**config.mk**
```make
export PLATFORM = sky130hd
export DESIGN_NAME = rtch_ctrl
export DESIGN_NICKNAME = d
export VERILOG_FILES = /design/src/rtch_pkg.sv /design/src/rtch_ctrl.sv
export SDC_FILE = /design/constraint.sdc
export NUM_CORES = 1
export LEC_CHECK = 0
export ABC_AREA = 1
export BUFFER_PORTS_ARGS = -buffer_cell sky130_fd_sc_hd__buf_2
export CAP_MARGIN = 5
export CORE_MARGIN = 3
export CORE_UTILIZATION = 35
export CTS_CLUSTER_DIAMETER = 200
export CTS_CLUSTER_SIZE = 40
export DETAILED_ROUTE_END_ITERATION = 10
export HOLD_SLACK_MARGIN = 0.08
export PLACE_DENSITY = 0.6
export SKIP_CTS_REPAIR_TIMING = 1
export SLEW_MARGIN = 40
export SYNTH_ARGS = -nofsm -noshare
export SYNTH_HDL_FRONTEND = slang
export SYNTH_SLANG_ARGS = --single-unit
export TNS_END_PERCENT = 5
```
**constraint.sdc**
```tcl
create_clock -name clock -period 2.1 [get_ports clock]
set_clock_uncertainty 0.05 [all_clocks]
set_input_delay 0.42 -clock clock [delete_from_list [all_inputs] [get_ports clock]]
set_output_delay 0.42 -clock clock [all_outputs]
set_load 0.01 [all_outputs]
```
**src/rtch_pkg.sv**
```systemverilog
package rtch_pkg;

   localparam int CoordW = 32;
   localparam int EdgeW  = 33;
   localparam int ProdW  = 66;
   localparam int CrossW = 67;
   localparam int WideW  = 128;
   localparam int QuoW   = 48;

   localparam logic [2:0] CsrOriginX = 3'd0;
   localparam logic [2:0] CsrOriginY = 3'd1;
   localparam logic [2:0] CsrOriginZ = 3'd2;
   localparam logic [2:0] CsrDirX    = 3'd3;
   localparam logic [2:0] CsrDirY    = 3'd4;
   localparam logic [2:0] CsrDirZ    = 3'd5;
   localparam logic [2:0] CsrEps     = 3'd6;

   typedef struct packed {
      logic signed [31:0] v0_x;
      logic signed [31:0] v0_y;
      logic signed [31:0] v0_z;
      logic signed [31:0] v1_x;
      logic signed [31:0] v1_y;
      logic signed [31:0] v1_z;
      logic signed [31:0] v2_x;
      logic signed [31:0] v2_y;
      logic signed [31:0] v2_z;
      logic               first_of_query;
   } req_type;

   typedef struct packed {
      logic        hit;
      logic [31:0] hit_t;
      logic        closest_valid;
      logic [31:0] closest_t;
   } rsp_type;

   typedef enum logic [2:0] {
      OpLoad, OpCross, OpDot, OpSign, OpDivStep, OpFinish
   } op_type;

   typedef struct packed {
      logic   go;
      op_type op;
      logic [1:0] sel;
   } cmd_type;

   typedef struct packed {
      logic hit;
   } sts_type;

endpackage

```
**src/rtch_ctrl.sv**
```systemverilog
module rtch_ctrl (
   input  logic              clock,
   input  logic              reset,
   input  logic              req_valid,
   output logic              req_stall,
   output logic              rsp_valid,
   input  logic              rsp_stall,
   input  rtch_pkg::sts_type sts,
   output rtch_pkg::cmd_type cmd
);
   import rtch_pkg::*;

   typedef enum logic [2:0] {
      Idle, CrossP, CrossQ, Dot, DotHi, Sign, Divide, Finish
   } state_type;

   state_type state_ff;
   logic [6:0] cnt_ff;
   logic       valid_ff;

   assign req_stall = (state_ff != Idle);
   assign rsp_valid = valid_ff;

   always_comb begin
      cmd = '{go: 1'b0, op: OpLoad, sel: 2'd0};
      case (state_ff)
         Idle:   cmd = '{go: req_valid && !req_stall, op: OpLoad, sel: 2'd0};
         CrossP: cmd = '{go: 1'b1, op: OpCross, sel: 2'd0};
         CrossQ: cmd = '{go: 1'b1, op: OpCross, sel: 2'd1};
         Dot:    cmd = '{go: 1'b1, op: OpDot, sel: 2'd0};
         DotHi:  cmd = '{go: 1'b1, op: OpDot, sel: 2'd1};
         Sign:   cmd = '{go: 1'b1, op: OpSign, sel: 2'd0};
         Divide: cmd = '{go: 1'b1, op: OpDivStep, sel: 2'd0};
         Finish: cmd = '{go: !(valid_ff && rsp_stall), op: OpFinish, sel: 2'd0};
         default: ;
      endcase
   end

   always_ff @(posedge clock) begin
      if (reset) begin
         state_ff <= Idle;
         cnt_ff <= '0;
         valid_ff <= 1'b0;
      end else begin
         if (valid_ff && !rsp_stall) valid_ff <= 1'b0;
         case (state_ff)
            Idle:   if (req_valid && !req_stall) state_ff <= CrossP;
            CrossP: state_ff <= CrossQ;
            CrossQ: state_ff <= Dot;
            Dot:    state_ff <= DotHi;
            DotHi:  state_ff <= Sign;
            Sign: begin
               cnt_ff <= '0;
               state_ff <= sts.hit ? Divide : Finish;
            end
            Divide: begin
               cnt_ff <= cnt_ff + 7'd1;
               if (cnt_ff == 7'(WideW - 1)) state_ff <= Finish;
            end
            Finish: if (!(valid_ff && rsp_stall)) begin
               valid_ff <= 1'b1;
               state_ff <= Idle;
            end
            default: state_ff <= Idle;
         endcase
      end
   end

endmodule

```
==> metrics.txt, run 1 <==
setup slack after layout=approximately 320 ps; P_int=~0.00033 W; TNS Setup=0 ps; Slew Limit Fails=0; multi-input gate area in the final layout=339 um^2; Site Rows=14; min cycle time layout=roughly 1800 ps; CP Depth=6; initial core utilization=0.388; Final Cycle Share=0.846; # port buffers=11; Post-DP Area=679 um^2; synthesis warning total=0; Critical-path top delay cell=dfxtp_1; Synth Net Count=a little under 100; peak supply drop=roughly 0.00037 V; Detailed Routing Iterations Pass 1=4; Area growth, synth to finish=15.3%; worst-skew pair later-pin latency=about 270 ps; first-pass GRT wire length=~2100 um; layout filler cell count=163; gpl congestion=0.784; Post-Synthesis Cell Area=612 um^2; fraction of layout cells with a size suffix above 1=0.229; Final #Nets=112; crit-path leading delay family=flip-flops; WL final=~1200 um; RSZ-0062 raised after global routing=false; Routed WL per cell=slightly above 10 um; CP peak stage delay=480 ps; Pleak=around 0.33 nW; hold-critical path depth=2; Crit Path Category=reg2out; vias in the first global route=501; final instance area=just over 700 um^2; Seq pwr share=0.482; CTS sink count=11; Reg clk slew, reported paths=roughly 70 ps; Hold WC Path Type=in2reg; crit path max fanout=6; cell taking the most area after synthesis=dfxtp_1; Via density=4.79; CP Data Arrival Time=approximately 1300 ps; Final HPWL DP=944 um; flops & latches, synth=11; overall routing resource usage=0.136; Cells after Synth=91; CP startpoint kind=register; Synth top area share=0.360; final setup fails=0; die height=47.8 um; register area=220 um^2; final-report hold violation count=0; CP dominant cell by count=nand2_2; drt drc=0; status=complete, no violations; CTS tree=yes; Clk pwr share=0.307; CTS Buf Count=3; switching power total=about 0.00015 W; Clock Tree Root=clkbuf_4; R2R depth=8; Die ar.=between 2000 and 2500 um^2; H-tree depth=1; Diodes inserted=0; Switching Share=0.315; required time worst endpoint=between 1500 and 2000 ps; Crit. End Element=output port; Overflow after GRT=0; Max Cap Viol=0; boundary pin count=13; maximum clock rate=563 MHz; register area share after synthesis=0.360; critical path, cell by cell=nand2_4, nor2_4, nand2_2, nand2_2, inv_2, buf_2; pre-CTS WS=616 ps; DR iter-0 viols=21; CP bufs+invs=2; Antenna Violating Nets Remaining=0; initial antenna violation count=0; syn avg cell area=about 6.7 um^2; clock buffer depth=2; Logic pwr share=0.211; distinct cell type count after synthesis=20; Die W=around 48 um; largest net degree at the start of global routing=8; Core Box Area=around 1600 um^2; ranking of synthesized cells by area=dfxtp_1, nand2_1, a21oi_1; PD cells=just under 700 nW/um^2; vias=580
## registers in the layout, summed over array words and instances (netlist names)
register and cells:
rsp_valid 1, cnt_ff 7, state_ff 3
## power by group through the flow
| stage | registers [W] | logic [W] | clock network [W] |
|---|---|---|---|
| 2_1_floorplan | 0.000234 | 0.0000715 | 0 |
| 3_3_place_gp | 0.000236 | 0.000102 | 0 |
| 3_5_place_dp | 0.000237 | 0.000102 | 0 |
| 4_1_cts | 0.000232 | 0.000102 | 0.000156 |
| 5_1_grt | 0.000232 | 0.000115 | 0.000159 |
| 6_report | 0.000232 | 0.000101 | 0.000148 |
## synth_stat cells, drive strengths merged
master	instances
nand2	30
inv	12
nor2	12
dfxtp	11
a21oi	9
o21ai	7
nand3	2
a211oi	1
a31oi	1
buf	1
conb	1
ha	1
nand3b	1
nand4	1
o21a	1
## cell usage in the layout, fill, tap and decap left out, drive strengths merged
master  count
dfxtp      11
nand3       2
nand4       1
a211oi      1
o21a        1
a21oi       9
conb        1
a31oi       1
nand2      30
clkbuf      4
o21ai       7
inv        12
ha          1
nand3b      1
buf        11
nor2       12
## stage by stage
step                      total power [W]  std cells   util  hold slack, ps
final                            0.000481        121  0.448             324
after global routing             0.000506        121  0.448             326
after CTS                        0.000489        121  0.448             317
after detailed placement         0.000338        117  0.431             403
after global placement           0.000339        117  0.431             399
after floorplan                  0.000306         91      -             386
## kinds of logic (layout without fill, tap and decap cells)
logic type	Yosys count	in the layout	synth area share
AND/OR/NAND/NOR	46	46	0.362
AO/OA/AOI/OAI	19	19	0.166
buffers and inverters	13	27	0.0859
flip-flops	11	11	0.360
adder cells (fa/ha/maj)	1	1	0.0204
other	1	1	0.00613
## per-layer routing
metal / wire length, um / global-route usage / share of wire / vias to the layer above
met4: 13 / 0.0484 / 0.011 / 0
met2: 603 / 0.227 / 0.49 / 13
li1: - / - / - / 318
met3: 62 / 0.0677 / 0.051 / 2
met5: 0 / 0 / 0 / -
met1: 545 / 0.148 / 0.45 / 247
## worst reg2reg max path, delay by kind of cell (launching register included)
| family | cells | cell delay, ps |
|---|---|---|
| simple gates | 6 | 550 |
| fa+ha+maj | 1 | 190 |
| flops | 1 | 400 |
| compound gates | 1 | 140 |
## final cells by class
type,instances,share of cell area
tap,16,0.0284
sequential,11,0.312
timing repair buffer,11,0.0780
inverter,12,0.0638
multi-input combinational,67,0.480
clock buffer,4,0.0372
## worst paths after layout
path	slack, ps	to	from
setup reg to reg	660	state_ff[1]$_SDFFE_PP0P_	cnt_ff[0]$_SDFFE_PP0P_
setup / recovery	320	cmd[5]	state_ff[2]$_SDFFE_PP0P_
hold / removal	320	cnt_ff[1]$_SDFFE_PP0P_	reset
hold reg to reg	410	cnt_ff[6]$_SDFFE_PP0P_	cnt_ff[6]$_SDFFE_PP0P_
No activity file was read; power rests on OpenSTA's default activity.
==> run 2, diff against run 1 <==
Settings changed: ABC_AREA 1 to 0.
Clock period 2.1 ns to 1.8 ns, I/O delays scaled along.
==> metrics.txt, run 2 <==
pre-CTS WS=192 ps (was 616 ps); top-count cell post-synth=dfxtp_1 (was nand2_1); R2R setup slack=310 ps (was 660 ps); Synth Area in XOR/XNOR=0.0134 (was 0); die height=49.2 um (was 47.8 um); Hold WC Path Type=in2reg (unchanged); Synth top area share=0.337 (was 0.360); distinct cell type count after synthesis=33 (was 20); Worst Hold Launch=sts (was reset); CTS Buf Count=3 (unchanged); flops & latches, synth=11 (unchanged); cell taking the most area after synthesis=dfxtp_1 (unchanged); Reg clk slew, reported paths=70 ps (about the same); Slew Limit Fails=0 (unchanged); Diodes inserted=0 (unchanged); initial core utilization=0.401 (was 0.388); DR iter-0 viols=21 (unchanged); CTS sink count=11 (unchanged); register area share after synthesis=0.337 (was 0.360); Final HPWL DP=1060 um (was 944 um); first-pass GRT wire length=2390 um (was 2100 um); Area growth, synth to finish=24.1% (was 15.3%); simple-gate share of the synthesized area=0.289 (was 0.362); clock buffer depth=2 (unchanged); R2R depth=4 (was 8); drt drc=0 (unchanged); most common flop cell mapped by yosys=dfxtp_1 (unchanged); Final Cycle Share=0.986; flip-flop count of the largest register after layout=7 (unchanged); ranking of synthesized cells by area=dfxtp_1, a21oi_1, nand4b_1 (was dfxtp_1, nand2_1, a21oi_1); Worst R2R End=cnt_ff[5]$_SDFFE_PP0P_ (was state_ff[1]$_SDFFE_PP0P_); Pleak=0.321 nW (was 0.327 nW); Overflow after GRT=0 (unchanged); RSZ-0062 raised after global routing=true (was false); Die ar.=2420 um^2 (was 2290 um^2); largest register by flop count=cnt_ff (unchanged); most frequent cells in the layout=buf_2, nor2_1, a21oi_1, dfxtp_1, buf_4 (was nand2_1, dfxtp_1, buf_2, inv_1, a21oi_1); Die W=49.2 um (was 47.8 um); Cells after Synth=85 (was 91); post-synthesis compound-gate area fraction=0.243 (was 0.166); hold endpoint=state_ff[0]$_SDFFE_PP0P_ (was cnt_ff[1]$_SDFFE_PP0P_); peak supply drop=0.000433 V (was 0.000373 V); vias=657 (was 580); Crit Path Category=reg2out (unchanged); CP startpoint kind=register (unchanged); maximum clock rate=563 MHz; adder-cell area share of the yosys netlist=0.0192 (was 0.0204); gpl congestion=0.789 (was 0.784); Core Box Area=1630 um^2 (was 1580 um^2); boundary pin count=13 (unchanged); # port buffers=11 (unchanged); most common cell after layout, fill and taps aside=buf_2 (was nand2_1); crit path max fanout=4 (was 6); final-report hold violation count=0 (unchanged); Crit. End Element=output port (unchanged); Antenna Violating Nets Remaining=0 (unchanged); asr flop ratio synth=0 (unchanged); fraction of layout cells with a size suffix above 1=0.291 (was 0.229); hold-critical path depth=4 (was 2); final setup fails=0 (unchanged); required time worst endpoint=1390 ps (was 1630 ps); Via density=5.17 (was 4.79); largest net degree at the start of global routing=18 (was 8); Site Rows=14 (unchanged); synth cell count leaders=dfxtp_1, a21oi_1, nor2_1, nand2_1, o21ai_0 (was nand2_1, dfxtp_1, inv_1, a21oi_1, nor2_1); setup slack after layout=25.0 ps (was 323 ps); synthesis warning total=0 (unchanged); Post-Synthesis Cell Area=653 um^2 (was 612 um^2); PD cells=670 nW/um^2 (was 681 nW/um^2); initial antenna violation count=0 (unchanged); Final #Nets=110 (was 112); Post-synth EDFFs=0 (unchanged); min cycle time layout=roughly 1800 ps; CP Data Arrival Time=1360 ps (was 1310 ps); Routed WL per cell=12.1 um (was 10.1 um); syn avg cell area=7.68 um^2 (was 6.72 um^2); H-tree depth=1 (unchanged); overall routing resource usage=0.127 (was 0.136); Synth Net Count=91 (was 97); worst-skew pair later-pin latency=270 ps (about the same); multiplexer share of the synthesized area=0.0345 (was 0); Clock Tree Root=clkbuf_4 (unchanged); CTS tree=yes (unchanged); largest family of logic cells by synthesized area=simple AND/OR/NAND/NOR gates (unchanged); Detailed Routing Iterations Pass 1=5 (was 4); status=complete, no violations (unchanged); Max Cap Viol=0 (unchanged); vias in the first global route=531 (was 501); worst flop-to-flop path startpoint=state_ff[0]$_SDFFE_PP0P_ (was cnt_ff[0]$_SDFFE_PP0P_); WL final=1530 um (was 1220 um); final total power=0.000543 W (was 0.000481 W)
-- run 2: worst max path at each step --
stage,from,end,slack [ps],depth (start not counted)
after floorplan,state_ff[1]$_SDFFE_PP0P_,cmd[3],300,3
after global placement,state_ff[1]$_SDFFE_PP0P_,cmd[5],210,4
after detailed placement,state_ff[1]$_SDFFE_PP0P_,cmd[5],190,4
after CTS,state_ff[1]$_SDFFE_PP0P_,cmd[5],-120,4
after global routing,state_ff[1]$_SDFFE_PP0P_,cmd[5],-60,4
final,state_ff[2]$_SDFFE_PP0P_,cmd[5],30,4
-- run 2: critical path, stage by stage, from the launching register on --
cell and delay, ps:
dfxtp_4 350, or3_1 400, nor2_1 150, a41oi_1 50, buf_2 150
-- run 2: cell families (layout without fill, tap and decap cells) --
| kind of cell | Yosys count | count (layout) |
|---|---|---|
| AND/OR/NAND/NOR | 35 | 35 |
| AO/OA/AOI/OAI | 26 | 26 |
| flip-flops | 11 | 11 |
| buffers and inverters | 8 | 26 |
| multiplexers | 2 | 2 |
| adder cells (fa/ha/maj) | 1 | 1 |
| other | 1 | 1 |
| XOR/XNOR | 1 | 1 |
-- run 2: routing by layer --
layer / up-vias / track usage / wire length, um
li1: 345 / - / -
met1: 301 / 0.166 / 748
met2: 8 / 0.183 / 718
met3: 3 / 0.0642 / 56
met4: 0 / 0.0284 / 8
met5: - / 0 / 0
-- run 2: layout make-up --
cell class | count | area (um^2)
flip-flops and latches | 11 | 231
repair buffers | 20 | 120
multi-input cells | 66 | 395
inverters | 2 | 7.51
fillers | 168 | 818
well taps | 24 | 30.0
clock buffers | 4 | 26.3
-- run 2: metrics by stage --
step | area (um^2) | setup TNS, ps | instances | hold slack [ps] | utilization
after CTS | 757 | -323 | 121 | 349 | 0.465
after global placement | 731 | 0 | 117 | 435 | 0.449
after detailed placement | 731 | 0 | 117 | 439 | 0.449
final | 811 | 0 | 127 | 345 | 0.498
after global routing | 811 | -56.3 | 127 | 350 | 0.498
after floorplan | 653 | 0 | 85 | 418 | -
-- run 2: power by group --
part	internal, W	total, W	switching (W)
clock network	0.0000859	0.000170	0.0000839
logic	0.0000524	0.000115	0.0000622
registers	0.000249	0.000259	0.00000944
total	0.000388	0.000543	0.000155
